File: config.mk
export PLATFORM = sky130hd
export DESIGN_NAME = three_channel_sound_event_detector_top_flat
export DESIGN_NICKNAME = d
export VERILOG_FILES = /design/src/rtl/core/sed_pkg.sv /design/src/rtl/core/sed_if.sv /design/src/rtl/core/sed_regs.sv /design/src/rtl/core/sed_track.sv /design/src/rtl/core/sed_decide.sv /design/src/rtl/core/three_channel_sound_event_detector_top.sv /design/src/flat_wrapper.sv
export SDC_FILE = /design/constraint.sdc
export NUM_CORES = 1
export LEC_CHECK = 0
export BUFFER_PORTS_ARGS = -buffer_cell sky130_fd_sc_hd__buf_2
export CORE_MARGIN = 3
export CORE_UTILIZATION = 56
export DETAILED_ROUTE_END_ITERATION = 7
export GPL_ROUTABILITY_DRIVEN = 0
export PLACE_DENSITY = 0.75
export SYNTH_ARGS = -nofsm -noshare
export SYNTH_HDL_FRONTEND = slang
export SYNTH_SLANG_ARGS = --single-unit
export TNS_END_PERCENT = 1
File: constraint.sdc
create_clock -name clk_i -period 10.65 [get_ports clk_i]
set_clock_uncertainty 0.15 [all_clocks]
set_input_delay 2.13 -clock clk_i [delete_from_list [all_inputs] [get_ports clk_i]]
set_output_delay 2.13 -clock clk_i [all_outputs]
set_load 0.1 [all_outputs]
File: src/rtl/core/sed_pkg.sv
// ----------------------------------------------------------------------------
// sed_pkg
// Shared types, constants and register codes of the sound event detector.
// ----------------------------------------------------------------------------
package sed_pkg;

  // default sample width of the microphone channels
  localparam int unsigned SAMPLE_BITS_DEF = 12;

  // configuration port geometry
  localparam int unsigned CFG_IDX_W  = 3;
  localparam int unsigned CFG_DATA_W = 16;

  // register reset values
  localparam logic [15:0] RST_WINDOW_SAMPLES     = 16'd8000;
  localparam logic [11:0] RST_LEVEL_THRESHOLD    = 12'd3500;
  localparam logic [7:0]  RST_COOLDOWN_WINDOWS   = 8'd6;
  localparam logic [7:0]  RST_PERIODIC_WINDOWS   = 8'd20;
  localparam logic [15:0] RST_WINDOW_TIME_MS     = 16'd820;
  localparam logic [15:0] RST_FIRST_EVENT_NUMBER = 16'd1000;

  // intensity scaling: level * 100 / 4095, where 4095 = 2^12 - 1
  localparam int unsigned PCT_SCALE  = 100;
  localparam int unsigned DIV_SHIFT  = 12;
  localparam int unsigned FULL_SCALE = (1 << DIV_SHIFT) - 1;
  localparam int unsigned PCT_W      = 7;

  // register indexes of the configuration port
  typedef enum logic [CFG_IDX_W-1:0] {
    CFG_WINDOW_SAMPLES     = 3'd0,
    CFG_LEVEL_THRESHOLD    = 3'd1,
    CFG_COOLDOWN_WINDOWS   = 3'd2,
    CFG_PERIODIC_WINDOWS   = 3'd3,
    CFG_WINDOW_TIME_MS     = 3'd4,
    CFG_FIRST_EVENT_NUMBER = 3'd5
  } cfg_idx_e;

  // loudest channel codes
  typedef enum logic [1:0] {
    SIDE_LEFT  = 2'd0,
    SIDE_FRONT = 2'd1,
    SIDE_RIGHT = 2'd2
  } side_e;

  // configuration register set
  typedef struct packed {
    logic [15:0] window_samples;
    logic [11:0] level_threshold;
    logic [7:0]  cooldown_windows;
    logic [7:0]  periodic_windows;
    logic [15:0] window_time_ms;
    logic [15:0] first_event_number;
  } cfg_t;

endpackage

File: src/rtl/core/sed_if.sv
// ----------------------------------------------------------------------------
// sed_if
// Valid/ready channels of the sound event detector: sample triples in,
// window results out.
// ----------------------------------------------------------------------------
interface sed_in_if #(
  parameter int unsigned SAMPLE_BITS = sed_pkg::SAMPLE_BITS_DEF
) ();
  logic                   valid;
  logic                   ready;
  logic [SAMPLE_BITS-1:0] sample_left;
  logic [SAMPLE_BITS-1:0] sample_front;
  logic [SAMPLE_BITS-1:0] sample_right;

  modport source (
    output valid, sample_left, sample_front, sample_right,
    input  ready
  );
  modport sink (
    input  valid, sample_left, sample_front, sample_right,
    output ready
  );
endinterface

interface sed_out_if #(
  parameter int unsigned SAMPLE_BITS = sed_pkg::SAMPLE_BITS_DEF
) ();
  logic                           valid;
  logic                           ready;
  logic [SAMPLE_BITS-1:0]         peak_level;
  logic [1:0]                     loudest_side;
  logic                           event_fired;
  logic                           high_priority;
  logic [sed_pkg::PCT_W-1:0]      intensity_percent;
  logic [31:0]                    event_number;
  logic [31:0]                    elapsed_ms;
  logic [7:0]                     cooldown_left;
  logic [7:0]                     windows_since_event;

  modport source (
    output valid, peak_level, loudest_side, event_fired, high_priority,
           intensity_percent, event_number, elapsed_ms, cooldown_left,
           windows_since_event,
    input  ready
  );
  modport sink (
    input  valid, peak_level, loudest_side, event_fired, high_priority,
           intensity_percent, event_number, elapsed_ms, cooldown_left,
           windows_since_event,
    output ready
  );
endinterface

File: src/rtl/core/sed_regs.sv
// ----------------------------------------------------------------------------
// sed_regs
// Configuration register file, written through a plain index/data port.
// ----------------------------------------------------------------------------
module sed_regs (
  input  logic                              clk_i,
  input  logic                              rst_ni,
  input  logic                              cfg_we_i,
  input  logic [sed_pkg::CFG_IDX_W-1:0]     cfg_idx_i,
  input  logic [sed_pkg::CFG_DATA_W-1:0]    cfg_data_i,
  output sed_pkg::cfg_t                     cfg_o
);

  sed_pkg::cfg_t cfg_q, cfg_d;

  // register write decode, unknown indexes are dropped
  always_comb begin
    cfg_d = cfg_q;
    if (cfg_we_i) begin
      unique case (sed_pkg::cfg_idx_e'(cfg_idx_i))
        sed_pkg::CFG_WINDOW_SAMPLES:     cfg_d.window_samples     = cfg_data_i[15:0];
        sed_pkg::CFG_LEVEL_THRESHOLD:    cfg_d.level_threshold    = cfg_data_i[11:0];
        sed_pkg::CFG_COOLDOWN_WINDOWS:   cfg_d.cooldown_windows   = cfg_data_i[7:0];
        sed_pkg::CFG_PERIODIC_WINDOWS:   cfg_d.periodic_windows   = cfg_data_i[7:0];
        sed_pkg::CFG_WINDOW_TIME_MS:     cfg_d.window_time_ms     = cfg_data_i[15:0];
        sed_pkg::CFG_FIRST_EVENT_NUMBER: cfg_d.first_event_number = cfg_data_i[15:0];
        default: ;
      endcase
    end
  end

  always_ff @(posedge clk_i or negedge rst_ni) begin
    if (!rst_ni) begin
      cfg_q.window_samples     <= sed_pkg::RST_WINDOW_SAMPLES;
      cfg_q.level_threshold    <= sed_pkg::RST_LEVEL_THRESHOLD;
      cfg_q.cooldown_windows   <= sed_pkg::RST_COOLDOWN_WINDOWS;
      cfg_q.periodic_windows   <= sed_pkg::RST_PERIODIC_WINDOWS;
      cfg_q.window_time_ms     <= sed_pkg::RST_WINDOW_TIME_MS;
      cfg_q.first_event_number <= sed_pkg::RST_FIRST_EVENT_NUMBER;
    end else begin
      cfg_q <= cfg_d;
    end
  end

  assign cfg_o = cfg_q;

endmodule

File: src/rtl/core/sed_track.sv
// ----------------------------------------------------------------------------
// sed_track
// Per-channel running min/max over a window; at window close the three
// peak-to-peak spans go to a window register.
// ----------------------------------------------------------------------------
module sed_track #(
  parameter int unsigned SAMPLE_BITS = sed_pkg::SAMPLE_BITS_DEF
) (
  input  logic                        clk_i,
  input  logic                        rst_ni,
  sed_in_if.sink                      in_ch,
  input  logic [15:0]                 window_samples_i,
  input  logic                        win_ready_i,
  output logic                        win_valid_o,
  output logic [2:0][SAMPLE_BITS-1:0] span_o
);

  localparam logic [SAMPLE_BITS-1:0] SampleMax = {SAMPLE_BITS{1'b1}};

  logic [2:0][SAMPLE_BITS-1:0] smp;
  logic [2:0][SAMPLE_BITS-1:0] max_q, max_d, min_q, min_d;
  logic [2:0][SAMPLE_BITS-1:0] mx_n, mn_n, sp_n;
  logic [2:0][SAMPLE_BITS-1:0] span_q, span_d;
  logic [15:0]                 cnt_q, cnt_d, cnt_inc, limit;
  logic                        win_valid_q, win_valid_d;
  logic                        take, close;

  // lanes: 0 left, 1 front, 2 right
  assign smp[0] = in_ch.sample_left;
  assign smp[1] = in_ch.sample_front;
  assign smp[2] = in_ch.sample_right;

  assign in_ch.ready = !win_valid_q || win_ready_i;
  assign take        = in_ch.valid && in_ch.ready;

  // compare-update per lane and span of the updated extremes
  always_comb begin
    for (int l = 0; l < 3; l++) begin
      mx_n[l] = (smp[l] > max_q[l]) ? smp[l] : max_q[l];
      mn_n[l] = (smp[l] < min_q[l]) ? smp[l] : min_q[l];
      sp_n[l] = (mx_n[l] >= mn_n[l]) ? (mx_n[l] - mn_n[l]) : '0;
    end
  end

  // saturating sample count, a zero window length acts as one
  assign cnt_inc = (cnt_q != 16'hFFFF) ? (cnt_q + 16'd1) : cnt_q;
  assign limit   = (window_samples_i == '0) ? 16'd1 : window_samples_i;
  assign close   = (cnt_inc >= limit);

  // next state
  always_comb begin
    max_d       = max_q;
    min_d       = min_q;
    cnt_d       = cnt_q;
    span_d      = span_q;
    win_valid_d = win_ready_i ? 1'b0 : win_valid_q;
    if (take) begin
      if (close) begin
        max_d       = '0;
        min_d       = {3{SampleMax}};
        cnt_d       = '0;
        span_d      = sp_n;
        win_valid_d = 1'b1;
      end else begin
        max_d = mx_n;
        min_d = mn_n;
        cnt_d = cnt_inc;
      end
    end
  end

  always_ff @(posedge clk_i or negedge rst_ni) begin
    if (!rst_ni) begin
      max_q       <= '0;
      min_q       <= {3{SampleMax}};
      cnt_q       <= '0;
      win_valid_q <= 1'b0;
    end else begin
      max_q       <= max_d;
      min_q       <= min_d;
      cnt_q       <= cnt_d;
      win_valid_q <= win_valid_d;
    end
  end

  // span payload
  always_ff @(posedge clk_i) begin
    span_q <= span_d;
  end

  assign win_valid_o = win_valid_q;
  assign span_o      = span_q;

  // a closing sample restarts the window and posts its spans
  assert property (@(posedge clk_i) disable iff (!rst_ni)
    (take && close) |=> (win_valid_q && cnt_q == '0))
    else $error("window close did not restart count or post spans");

  // a posted window waits until the decision stage takes it
  assert property (@(posedge clk_i) disable iff (!rst_ni)
    (win_valid_q && !win_ready_i) |=> (win_valid_q && $stable(span_q)))
    else $error("pending window lost while decision stage stalled");

  // no sample is taken while a pending window cannot move
  assert property (@(posedge clk_i) disable iff (!rst_ni)
    (win_valid_q && !win_ready_i) |=> $stable(cnt_q))
    else $error("window state changed while stalled");

endmodule

File: src/rtl/core/sed_decide.sv
// ----------------------------------------------------------------------------
// sed_decide
// Picks the loudest channel of a closed window, runs cooldown, window count,
// elapsed time and event numbering, and holds the result register.
// ----------------------------------------------------------------------------
module sed_decide #(
  parameter int unsigned SAMPLE_BITS = sed_pkg::SAMPLE_BITS_DEF
) (
  input  logic                        clk_i,
  input  logic                        rst_ni,
  input  sed_pkg::cfg_t               cfg_i,
  input  logic                        win_valid_i,
  output logic                        win_ready_o,
  input  logic [2:0][SAMPLE_BITS-1:0] span_i,
  sed_out_if.source                   out_ch
);

  localparam int unsigned CmpW = (SAMPLE_BITS > 12) ? SAMPLE_BITS : 12;
  localparam int unsigned PW   = SAMPLE_BITS + sed_pkg::PCT_W;
  localparam int unsigned QW   = PW - sed_pkg::DIV_SHIFT;
  localparam int unsigned RW   = sed_pkg::DIV_SHIFT + 1;

  logic                   take;
  logic [SAMPLE_BITS-1:0] peak;
  sed_pkg::side_e         side;
  logic [7:0]             cd_dec, wc_inc;
  logic [31:0]            time_n, evnum;
  logic                   high, periodic, fire;
  logic [PW-1:0]          prod;
  logic [QW-1:0]          q0, quo;
  logic [RW-1:0]          rem;
  logic [sed_pkg::PCT_W-1:0] pct;

  // decision state
  logic [7:0]  cd_q, cd_d, wc_q, wc_d;
  logic [31:0] time_q, time_d, next_num_q, next_num_d;
  logic        any_q, any_d;

  // result register
  logic                      res_valid_q, res_valid_d;
  logic [SAMPLE_BITS-1:0]    res_peak_q;
  sed_pkg::side_e            res_side_q;
  logic                      res_fire_q, res_high_q;
  logic [sed_pkg::PCT_W-1:0] res_pct_q;
  logic [31:0]               res_num_q, res_time_q;
  logic [7:0]                res_cd_q, res_wc_q;

  assign win_ready_o = !res_valid_q || out_ch.ready;
  assign take        = win_valid_i && win_ready_o;

  // loudest channel, ties keep the earlier one
  always_comb begin
    peak = span_i[0];
    side = sed_pkg::SIDE_LEFT;
    if (span_i[1] > peak) begin
      peak = span_i[1];
      side = sed_pkg::SIDE_FRONT;
    end
    if (span_i[2] > peak) begin
      peak = span_i[2];
      side = sed_pkg::SIDE_RIGHT;
    end
  end

  // intensity: x / (2^12 - 1) = (x >> 12) plus one correction step
  assign prod = PW'(peak) * PW'(sed_pkg::PCT_SCALE);
  assign q0   = prod[PW-1:sed_pkg::DIV_SHIFT];
  assign rem  = RW'(prod[sed_pkg::DIV_SHIFT-1:0]) + RW'(q0);
  assign quo  = q0 + QW'(rem >= RW'(sed_pkg::FULL_SCALE));
  assign pct  = sed_pkg::PCT_W'(quo);

  // counters and trigger tests
  assign cd_dec   = (cd_q != '0) ? (cd_q - 8'd1) : cd_q;
  assign wc_inc   = (wc_q != 8'hFF) ? (wc_q + 8'd1) : wc_q;
  assign time_n   = time_q + 32'(cfg_i.window_time_ms);
  assign high     = (CmpW'(peak) > CmpW'(cfg_i.level_threshold)) && (cd_dec == '0);
  assign periodic = (wc_inc >= cfg_i.periodic_windows);
  assign fire     = high || periodic;
  assign evnum    = !fire ? '0 :
                    (any_q ? next_num_q : 32'(cfg_i.first_event_number));

  // state update on a taken window
  always_comb begin
    cd_d        = cd_q;
    wc_d        = wc_q;
    time_d      = time_q;
    next_num_d  = next_num_q;
    any_d       = any_q;
    res_valid_d = out_ch.ready ? 1'b0 : res_valid_q;
    if (take) begin
      res_valid_d = 1'b1;
      time_d      = time_n;
      cd_d        = cd_dec;
      wc_d        = wc_inc;
      if (fire) begin
        next_num_d = evnum + 32'd1;
        any_d      = 1'b1;
        wc_d       = '0;
        if (high) begin
          cd_d = cfg_i.cooldown_windows;
        end
      end
    end
  end

  always_ff @(posedge clk_i or negedge rst_ni) begin
    if (!rst_ni) begin
      cd_q        <= '0;
      wc_q        <= '0;
      time_q      <= '0;
      next_num_q  <= 32'(sed_pkg::RST_FIRST_EVENT_NUMBER);
      any_q       <= 1'b0;
      res_valid_q <= 1'b0;
    end else begin
      cd_q        <= cd_d;
      wc_q        <= wc_d;
      time_q      <= time_d;
      next_num_q  <= next_num_d;
      any_q       <= any_d;
      res_valid_q <= res_valid_d;
    end
  end

  // result payload
  always_ff @(posedge clk_i) begin
    if (take) begin
      res_peak_q <= peak;
      res_side_q <= side;
      res_fire_q <= fire;
      res_high_q <= high;
      res_pct_q  <= pct;
      res_num_q  <= evnum;
      res_time_q <= time_n;
      res_cd_q   <= cd_dec;
      res_wc_q   <= wc_inc;
    end
  end

  assign out_ch.valid               = res_valid_q;
  assign out_ch.peak_level          = res_peak_q;
  assign out_ch.loudest_side        = res_side_q;
  assign out_ch.event_fired         = res_fire_q;
  assign out_ch.high_priority       = res_high_q;
  assign out_ch.intensity_percent   = res_pct_q;
  assign out_ch.event_number        = res_num_q;
  assign out_ch.elapsed_ms          = res_time_q;
  assign out_ch.cooldown_left       = res_cd_q;
  assign out_ch.windows_since_event = res_wc_q;

  // every taken window shows up in the result register
  assert property (@(posedge clk_i) disable iff (!rst_ni)
    take |=> (res_valid_q && res_time_q == time_q))
    else $error("result missing or time stamp out of step");

  // a high event reloads the cooldown
  assert property (@(posedge clk_i) disable iff (!rst_ni)
    (take && high) |=> (cd_q == $past(cfg_i.cooldown_windows)))
    else $error("cooldown not reloaded after high event");

  // any event restarts the window count
  assert property (@(posedge clk_i) disable iff (!rst_ni)
    (take && fire) |=> (wc_q == '0 && any_q))
    else $error("window count not cleared after event");

endmodule

File: src/rtl/core/three_channel_sound_event_detector_top.sv
// ----------------------------------------------------------------------------
// three_channel_sound_event_detector_top
// Three-channel sound level tracker with threshold and periodic events.
//
// in_ch_i carries one word per sample triple (left, front, right). Each
// channel's min/max is tracked over window_samples words; the word that
// closes a window yields one word on out_ch_o with the peak level, loudest
// side, intensity percent and event fields. Other words yield nothing.
// A closing word passes through the window register, then the result
// register, before it appears on out_ch_o.
// Throughput: one input word per cycle while the window register can drain,
// set by the single min/max compare-update per channel and the decision stage.
// Reset clears the window, cooldown, window count, elapsed time and event
// numbering, and loads the register defaults. Registers are written through
// cfg_we_i/cfg_idx_i/cfg_data_i, by the user only while the block is idle;
// the block itself does not enforce this. When the receiver stalls, the
// result word holds; one more closed window can wait in the window register,
// and input words keep being taken until that register is also full.
// ----------------------------------------------------------------------------
module three_channel_sound_event_detector_top #(
  parameter int unsigned SAMPLE_BITS = sed_pkg::SAMPLE_BITS_DEF
) (
  input  logic                           clk_i,
  input  logic                           rst_ni,
  sed_in_if.sink                         in_ch_i,
  sed_out_if.source                      out_ch_o,
  input  logic                           cfg_we_i,
  input  logic [sed_pkg::CFG_IDX_W-1:0]  cfg_idx_i,
  input  logic [sed_pkg::CFG_DATA_W-1:0] cfg_data_i
);

  sed_pkg::cfg_t               cfg;
  logic                        win_valid, win_ready;
  logic [2:0][SAMPLE_BITS-1:0] span;

  // configuration registers
  sed_regs u_regs (
    .clk_i      (clk_i),
    .rst_ni     (rst_ni),
    .cfg_we_i   (cfg_we_i),
    .cfg_idx_i  (cfg_idx_i),
    .cfg_data_i (cfg_data_i),
    .cfg_o      (cfg)
  );

  // window min/max tracking
  sed_track #(
    .SAMPLE_BITS (SAMPLE_BITS)
  ) u_track (
    .clk_i            (clk_i),
    .rst_ni           (rst_ni),
    .in_ch            (in_ch_i),
    .window_samples_i (cfg.window_samples),
    .win_ready_i      (win_ready),
    .win_valid_o      (win_valid),
    .span_o           (span)
  );

  // loudest channel and event decision
  sed_decide #(
    .SAMPLE_BITS (SAMPLE_BITS)
  ) u_decide (
    .clk_i       (clk_i),
    .rst_ni      (rst_ni),
    .cfg_i       (cfg),
    .win_valid_i (win_valid),
    .win_ready_o (win_ready),
    .span_i      (span),
    .out_ch      (out_ch_o)
  );

endmodule
File: src/flat_wrapper.sv
// flat-port wrapper written by rule: the top's interface ports become plain ports
module three_channel_sound_event_detector_top_flat 
#(
  parameter int unsigned SAMPLE_BITS = sed_pkg::SAMPLE_BITS_DEF
)
  (clk_i, rst_ni, cfg_we_i, cfg_idx_i, cfg_data_i, in_ch_i_valid, in_ch_i_sample_left, in_ch_i_sample_front, in_ch_i_sample_right, in_ch_i_ready, out_ch_o_valid, out_ch_o_peak_level, out_ch_o_loudest_side, out_ch_o_event_fired, out_ch_o_high_priority, out_ch_o_intensity_percent, out_ch_o_event_number, out_ch_o_elapsed_ms, out_ch_o_cooldown_left, out_ch_o_windows_since_event, out_ch_o_ready);
  sed_in_if #(.SAMPLE_BITS(SAMPLE_BITS)) in_ch_i_i ();
  sed_out_if #(.SAMPLE_BITS(SAMPLE_BITS)) out_ch_o_i ();
  input  logic clk_i;
  input  logic rst_ni;
  input  logic cfg_we_i;
  input  logic [sed_pkg::CFG_IDX_W-1:0] cfg_idx_i;
  input  logic [sed_pkg::CFG_DATA_W-1:0] cfg_data_i;
  input wire logic [$bits(in_ch_i_i.valid)-1:0] in_ch_i_valid;
  input wire logic [$bits(in_ch_i_i.sample_left)-1:0] in_ch_i_sample_left;
  input wire logic [$bits(in_ch_i_i.sample_front)-1:0] in_ch_i_sample_front;
  input wire logic [$bits(in_ch_i_i.sample_right)-1:0] in_ch_i_sample_right;
  output wire logic [$bits(in_ch_i_i.ready)-1:0] in_ch_i_ready;
  output wire logic [$bits(out_ch_o_i.valid)-1:0] out_ch_o_valid;
  output wire logic [$bits(out_ch_o_i.peak_level)-1:0] out_ch_o_peak_level;
  output wire logic [$bits(out_ch_o_i.loudest_side)-1:0] out_ch_o_loudest_side;
  output wire logic [$bits(out_ch_o_i.event_fired)-1:0] out_ch_o_event_fired;
  output wire logic [$bits(out_ch_o_i.high_priority)-1:0] out_ch_o_high_priority;
  output wire logic [$bits(out_ch_o_i.intensity_percent)-1:0] out_ch_o_intensity_percent;
  output wire logic [$bits(out_ch_o_i.event_number)-1:0] out_ch_o_event_number;
  output wire logic [$bits(out_ch_o_i.elapsed_ms)-1:0] out_ch_o_elapsed_ms;
  output wire logic [$bits(out_ch_o_i.cooldown_left)-1:0] out_ch_o_cooldown_left;
  output wire logic [$bits(out_ch_o_i.windows_since_event)-1:0] out_ch_o_windows_since_event;
  input wire logic [$bits(out_ch_o_i.ready)-1:0] out_ch_o_ready;
  assign in_ch_i_i.valid = in_ch_i_valid;
  assign in_ch_i_i.sample_left = in_ch_i_sample_left;
  assign in_ch_i_i.sample_front = in_ch_i_sample_front;
  assign in_ch_i_i.sample_right = in_ch_i_sample_right;
  assign in_ch_i_ready = in_ch_i_i.ready;
  assign out_ch_o_valid = out_ch_o_i.valid;
  assign out_ch_o_peak_level = out_ch_o_i.peak_level;
  assign out_ch_o_loudest_side = out_ch_o_i.loudest_side;
  assign out_ch_o_event_fired = out_ch_o_i.event_fired;
  assign out_ch_o_high_priority = out_ch_o_i.high_priority;
  assign out_ch_o_intensity_percent = out_ch_o_i.intensity_percent;
  assign out_ch_o_event_number = out_ch_o_i.event_number;
  assign out_ch_o_elapsed_ms = out_ch_o_i.elapsed_ms;
  assign out_ch_o_cooldown_left = out_ch_o_i.cooldown_left;
  assign out_ch_o_windows_since_event = out_ch_o_i.windows_since_event;
  assign out_ch_o_i.ready = out_ch_o_ready;
  three_channel_sound_event_detector_top #(.SAMPLE_BITS(SAMPLE_BITS)) u_core (.clk_i(clk_i), .rst_ni(rst_ni), .in_ch_i(in_ch_i_i), .out_ch_o(out_ch_o_i), .cfg_we_i(cfg_we_i), .cfg_idx_i(cfg_idx_i), .cfg_data_i(cfg_data_i));
endmodule
==> flow_summary.toml, run 1 <==
[critical_path]
cpPeakStageDelay_ns = 0.67
critPathLaunchType = "register"
path_class = "register to register"
cp_common_cell = "ha_1"
worstPathArrival_ns = 10.10
crit_fanout = 21
worst-endpoint-required_ns = 10.81
slowest_stage = "a2111oi_1"
cp-end-kind = "register"

[route]
drc = 0
detail_route.vias_per_cell = 5.90
drtAntennaViolNets = 0
highest_layer = "met4"
post_drt_wl_per_cell_um = 18.8
drt-met1-wl_um = 24400
route.met2.wl_um = 27100
vias = 17800
first_pass_iters = 5
detail_route.iter0.violations = 1328
postRouteWirelength_um = 56600
wl_met3_um = 2870

[power]
vdd_drop_max_mv = 0.161
p_leak_nw = 12.3
cellPowerDensity_nw_per_um2 = 227

[cts]
cts-resized-gates = 0
cts_hold_buf = 0
cts.path.max_buffers = 3
cts_made_buffers = 44
clkLatencyLatePin_ns = 0.58
h-tree-depth = 2
cts_root_buf = "clkbuf_16"
cts_tree = "done"
clk_pin_slew_worst_paths_ns = 0.06
post-cts-setup-buffer-count = 0
clock_sinks = 386

[yosys]
mappedNetlistArea_um2 = 23800
synthXorXnorAreaFrac_pct = 4.45
synthMuxAreaShare_pct = 8.09
ys.warnings.count = 0
ys_seq_elements = 386
synth-async-reset-ratio_pct = 64.0
synth_cell_types = 81
syn_inst = 2293
dominantRegCellSynth = "dfrtp_1"
synth_fa_ha_area_share_pct = 13.2
synth_compound_area_share_pct = 12.7
ys_seq_area_share_pct = 43.9
syn_nets = 2596
synth-edff-count = 139
yosys.area_share.simple_pct = 13.4
synth_top_family_by_area = "simple AND/OR/NAND/NOR gates"
avgSynthCellArea_um2 = 10.4

[grt]
grt_max_degree = 160
globalRoute.totalOverflow = 0
grt_pass1_wl_um = 92000
grt_usage_pct = 25.2
grt_pass1_vias = 18000
antenna_found_initial = 3

[cells_and_area]
fin_nets = 2749
drive_above_1_share_pct = 19.5
final_core_util_pct = 64.6
nFillCells = 3251
syn_to_final_growth_pct = 12.2

[placement]
dp_hpwl_um = 41100
io_buffer_count = 164

[timing]
fmax_mhz = 101
tns_ns = 0
tightest_slew_ns = 1.20
fin_crit_ns = 9.94
drv_slew = 0
period_share_pct = 93.3
max_slew_margin_pct = 19.5
finalHoldViolations = 0
finalSetupViolCount = 0

[die]
die_h_um = 212
die-area_um2 = 45000
num_rows = 74
die_width_um = 212
ios = 165
core_um2 = 41400
initial_core_util_pct = 57.5

[worst_hold_path]
hp-class = "register to register"

[outcome]
outcome = "finished clean"

[run]
cap_violations = 0
==> power breakdown <==
group / internal (mW) / leakage, nW / total (mW) / switching (mW)
Combinational: 1.04 / 7.33 / 2.50 / 1.46
Clock: 0.901 / 0.731 / 1.53 / 0.629
Sequential: 1.87 / 4.23 / 2.03 / 0.162
==> cell usage after synthesis, types with 24 or more instances <==
cell / number / area share (%)
mux2_2: 100 / 4.7
o21ai_0: 101 / 2.1
nand4_1: 30 / 0.79
nand2_1: 177 / 2.8
nand3_1: 38 / 0.80
nor2b_1: 35 / 0.92
and2_1: 25 / 0.66
xnor2_1: 62 / 2.3
nor3_1: 52 / 1.1
nand2b_1: 34 / 0.89
dfstp_2: 70 / 7.7
edfxtp_1: 139 / 18
xor2_1: 59 / 2.2
and3_1: 26 / 0.68
dfrtp_1: 177 / 19
mux2i_1: 80 / 3.4
nor2_1: 151 / 2.4
a31o_2: 24 / 0.88
clkbuf_1: 66 / 1.0
ha_1: 231 / 12
a21oi_1: 103 / 2.2
inv_1: 193 / 3.0
a21o_1: 46 / 1.5
==> per-layer routing <==
metal  up-vias  global-route usage (%)
li1       8539                       -
met4         0                    11.0
met1      8596                    33.0
met5         -                       0
met2       511                    41.9
met3       139                    3.88
==> cell usage in the layout, fill, tap and decap left out, types with 16 or more instances in the layout <==
master       n
ha_1       231
inv_1      192
dfrtp_1    177
nand2_1    175
buf_2      163
nor2_1     149
edfxtp_1   139
a21oi_1    102
o21ai_0    101
mux2_2     100
mux2i_1     78
dfstp_2     70
xnor2_1     62
xor2_1      59
nor3_1      51
a21o_1      46
clkbuf_16   46
nand3_1     38
nor2b_1     35
nand2b_1    34
nand4_1     30
and3_1      26
and2_1      24
a31o_2      24
a31oi_1     23
a22oi_1     23
buf_4       20
a22o_1      19
o21a_1      18
or3_1       17
a211oi_1    16
==> layout make-up <==
type	instances	area, µm²	area share [%]
multi-input combinational	1636	12400	46.5
tap	532	666	2.49
timing repair buffer	185	1000	3.74
inverter	193	727	2.72
clock buffer	57	1240	4.65
clock inverter	24	223	0.833
antenna	3	7.51	0.0281
sequential	386	10400	39.1
==> kinds of logic (layout without fill, tap and decap cells) <==
group | after synthesis | after routing
AOI/OAI and AO/OA | 455 | 455
adders and majority gates | 245 | 245
other | 0 | 3
buffers and inverters | 271 | 459
and+or+nand+nor | 635 | 635
DFF | 386 | 386
xor gates and xnor gates | 121 | 121
muxes | 180 | 180
==> sequential cells by signal, indices dropped and copies added (netlist names), 12 cells and up <==
signal and flops:
u_core.u_decide.out_ch.event_number 32, u_core.u_regs.cfg_o 76, u_core.u_decide.out_ch.elapsed_ms 32, u_core.u_track.min_q 36, u_core.u_track.cnt_q 16, u_core.u_track.span_o 36, u_core.u_decide.next_num_q 32, u_core.u_track.max_q 36
u_core.u_decide.out_ch.peak_level 12, u_core.u_decide.time_q 32
==> through the flow <==
step / total power, mW / hold slack, ns / instances / instance area [µm²] / setup WS, ns
after global routing: 6.47 / 0.335 / 3016 / 26700 / -0.0202
final: 6.06 / 0.313 / 3016 / 26700 / 0.711
after detailed placement: 4.51 / 0.306 / 2932 / 25200 / 0.347
after floorplan: 3.91 / 0.294 / 2293 / 23800 / 1.58
after global placement: 4.40 / 0.301 / 2932 / 25200 / 0.788
after CTS: 6.08 / 0.315 / 3013 / 26700 / 0.317
==> critical path, delay by kind of cell (launching register included) <==
family          cells  cell delay [ns]
compound gates     14             3.16
xor+xnor            2             0.61
fa+ha+maj          10             3.21
buf+inv             2             0.19
flops               1             0.42
mux                 2             0.82
simple gates        7             1.10
==> path summary, 6_finish.rpt <==
| kind | startpoint | end | slack (ns) | depth (start not counted) |
|---|---|---|---|---|
| worst max-delay path | u_core.u_track.span_o[22]$_SDFFCE_PN0P_ | u_core.u_decide.out_ch.intensity_percent[6]$_DFFE_PP_ | 0.71 | 37 |
| worst min-delay path | u_core.u_decide.next_num_q[6]$_DFFE_PN1P_ | u_core.u_decide.next_num_q[6]$_DFFE_PN1P_ | 0.31 | 2 |
| worst max register to register | u_core.u_track.span_o[22]$_SDFFCE_PN0P_ | u_core.u_decide.out_ch.intensity_percent[6]$_DFFE_PP_ | 0.71 | 37 |
| worst min register to register | u_core.u_decide.next_num_q[6]$_DFFE_PN1P_ | u_core.u_decide.next_num_q[6]$_DFFE_PN1P_ | 0.31 | 2 |
| max in group asynchronous | rst_ni | u_core.u_track.max_q[9]$_DFFE_PN0P_ | 7.56 | 2 |
| min in group asynchronous | rst_ni | u_core.u_decide.next_num_q[29]$_DFFE_PN0P_ | 1.38 | 1 |
Power figures use the tool's default switching activity.
==> run 2, diff against run 1 <==
- CTS_CLUSTER_DIAMETER: unset -> 150
- clock period: 10.65 -> 10.3 ns (I/O delays scaled with it)
==> run 2 against run 1 <==
Compared with the run above:
- clock power is essentially flat
- sequential power grew 3%
- die area is the same
- sequential cell count is the same
- critical path type unchanged
- highest routed layer unchanged
==> flow_summary.toml, run 2 (synthesis results as in run 1) <==
[outcome]
outcome = "finished clean"

[power]
swShare_pct = 37.4
cellPowerDensity_nw_per_um2 = 233
power.share.clock_pct = 24.6
sequentialPowerShare_pct = 33.8
power.total_mw = 6.21
p_int_mw = 3.89
p_leak_nw = 12.3
p_switching_mw = 2.32
vdd_drop_max_mv = 0.163
p_comb_share_pct = 41.6

[critical_path]
critPathLaunchType = "register"
rr_endpoint = "u_core.u_decide.out_ch.intensity_percent[6]$_DFFE_PP_"
reg2reg_depth = 42
worstPathArrival_ns = 9.78
path_class = "register to register"
cp_common_cell = "ha_1"
rrSetupSlack_ns = 0.67
cpPeakStageDelay_ns = 0.48
worst-endpoint-required_ns = 10.45
slowest_stage = "a21oi_1"
r2r-start = "u_core.u_track.span_o[22]$_SDFFCE_PN0P_"
crit_fanout = 13
cp-end-kind = "register"

[cts]
cts_hold_buf = 0
cts_tree = "done"
cts_made_buffers = 43
post-cts-setup-buffer-count = 0
clkLatencyLatePin_ns = 0.58
clk_pin_slew_worst_paths_ns = 0.06
cts_root_buf = "clkbuf_16"
h-tree-depth = 2
cts.path.max_buffers = 3
clock_sinks = 386

[route]
vias = 17800
post_drt_wl_per_cell_um = 18.6
detail_route.iter0.violations = 1220
postRouteWirelength_um = 56000
drtAntennaViolNets = 0
first_pass_iters = 6
drc = 0
detail_route.vias_per_cell = 5.90

[cells_and_area]
drive_above_1_share_pct = 19.5
layout_common_cells = "ha_1 (231), inv_1 (192), dfrtp_1 (177), nand2_1 (175), buf_2 (163)"
final_core_util_pct = 64.6
nFillCells = 3247
largest_register_ffs = 76
fin_nets = 2750
syn_to_final_growth_pct = 12.2
fin_area_um2 = 26700
fin_cells = 3014
final_common_cell = "ha_1"

[worst_hold_path]
hp-class = "register to register"
holdPathEnd = "u_core.u_decide.next_num_q[6]$_DFFE_PN1P_"
min_from = "u_core.u_decide.next_num_q[6]$_DFFE_PN1P_"
min_path_cells = 2

[grt]
busiest_layer = "met2"
grtUsageMet3_pct = 3.23
grt_pass1_wl_um = 91500
met1_usage_pct = 32.8
globalRoute.totalOverflow = 0
grt_pass1_vias = 18100
grt_max_degree = 164
grt_usage_pct = 25.0
antenna_found_initial = 1
grtUsageMet2_pct = 42.7

[timing]
fin_crit_ns = 9.63
tightest_slew_ns = 1.21
whs_ns = 0.317
period_share_pct = 93.5
drv_slew = 0
finalHoldViolations = 0
finalSetupViolCount = 0
fmax_mhz = 104
max_slew_margin_pct = 18.5

[die]
die_width_um = 212
core_um2 = 41400
initial_core_util_pct = 57.5
ios = 165
die-area_um2 = 45000
die_h_um = 212
num_rows = 74

[placement]
dp_cells = 2934
dp_hpwl_um = 40700
placed_cell_area_um2 = 25200
io_buffer_count = 164

[run]
cap_violations = 0
run 2: changes by cell type in the layout (fill, tap and decap cells not counted), sizes merged:
cell	previous run	this run
clkinv	17	13
inv	196	199
buf	185	187
bufinv	3	2
diode	3	1
run 2: cell type report:
type | instances | area (µm²) | area share [%]
multi-input cells | 1636 | 12500 | 46.6
flip-flops and latches | 386 | 10400 | 39.1
clock buffers | 57 | 1190 | 4.45
repair buffers | 187 | 1020 | 3.80
inverters | 193 | 727 | 2.72
well taps | 532 | 666 | 2.49
clock inverters | 22 | 213 | 0.796
diodes | 1 | 2.50 | 0.00937
run 2: how the worst max path moves through the flow:
stage / start / cells after the start / to
after floorplan: u_core.u_track.span_o[23]$_SDFFCE_PN0P_ / 41 / u_core.u_decide.out_ch.intensity_percent[6]$_DFFE_PP_
after global placement: u_core.u_track.span_o[23]$_SDFFCE_PN0P_ / 39 / u_core.u_decide.out_ch.intensity_percent[6]$_DFFE_PP_
after detailed placement: u_core.u_track.span_o[20]$_SDFFCE_PN0P_ / 39 / u_core.u_decide.out_ch.intensity_percent[6]$_DFFE_PP_
after CTS: u_core.u_track.span_o[22]$_SDFFCE_PN0P_ / 40 / u_core.u_decide.out_ch.intensity_percent[6]$_DFFE_PP_
after global routing: u_core.u_track.span_o[11]$_SDFFCE_PN0P_ / 41 / u_core.u_decide.out_ch.intensity_percent[6]$_DFFE_PP_
final: u_core.u_track.span_o[22]$_SDFFCE_PN0P_ / 42 / u_core.u_decide.out_ch.intensity_percent[6]$_DFFE_PP_
run 2: what timing repair did:
item                       in CTS  in global routing
hold endpoints to repair        0                  0
resized for setup               1                 12
pin swaps                       0                  0
setup endpoints to repair       1                  7
run 2: metrics by stage:
step | setup TNS, ns | worst slack, ns
2_1_floorplan | 0 | 1.23
3_3_place_gp | 0 | 0.579
3_5_place_dp | 0 | 0.0283
4_1_cts | 0 | 0.00812
5_1_grt | -0.0103 | -0.0103
6_report | 0 | 0.674
run 2: power groups by stage:
stage / combinational, mW / sequential, mW / clock [mW]
floorplan: 1.91 / 2.14 / 0
global placement: 2.45 / 2.11 / 0
detailed placement: 2.55 / 2.12 / 0
CTS: 2.57 / 2.10 / 1.56
global route: 2.89 / 2.13 / 1.62
finish: 2.58 / 2.10 / 1.53
run 2: worst max-delay path: cells and delay by family, from the launching register on:
kind	cells	cell delay (ns)
buffers and inverters	5	0.58
XOR/XNOR	2	0.45
AO/OA/AOI/OAI	14	2.95
multiplexers	1	0.39
adder cells (fa/ha/maj)	10	2.76
flip-flops	1	0.40
AND/OR/NAND/NOR	10	1.64
run 2: layer usage:
metal	up-vias	part of all wire [%]
met4	0	3.0
li1	8518	-
met5	-	0
met1	8668	43
met3	118	4.9
met2	492	49
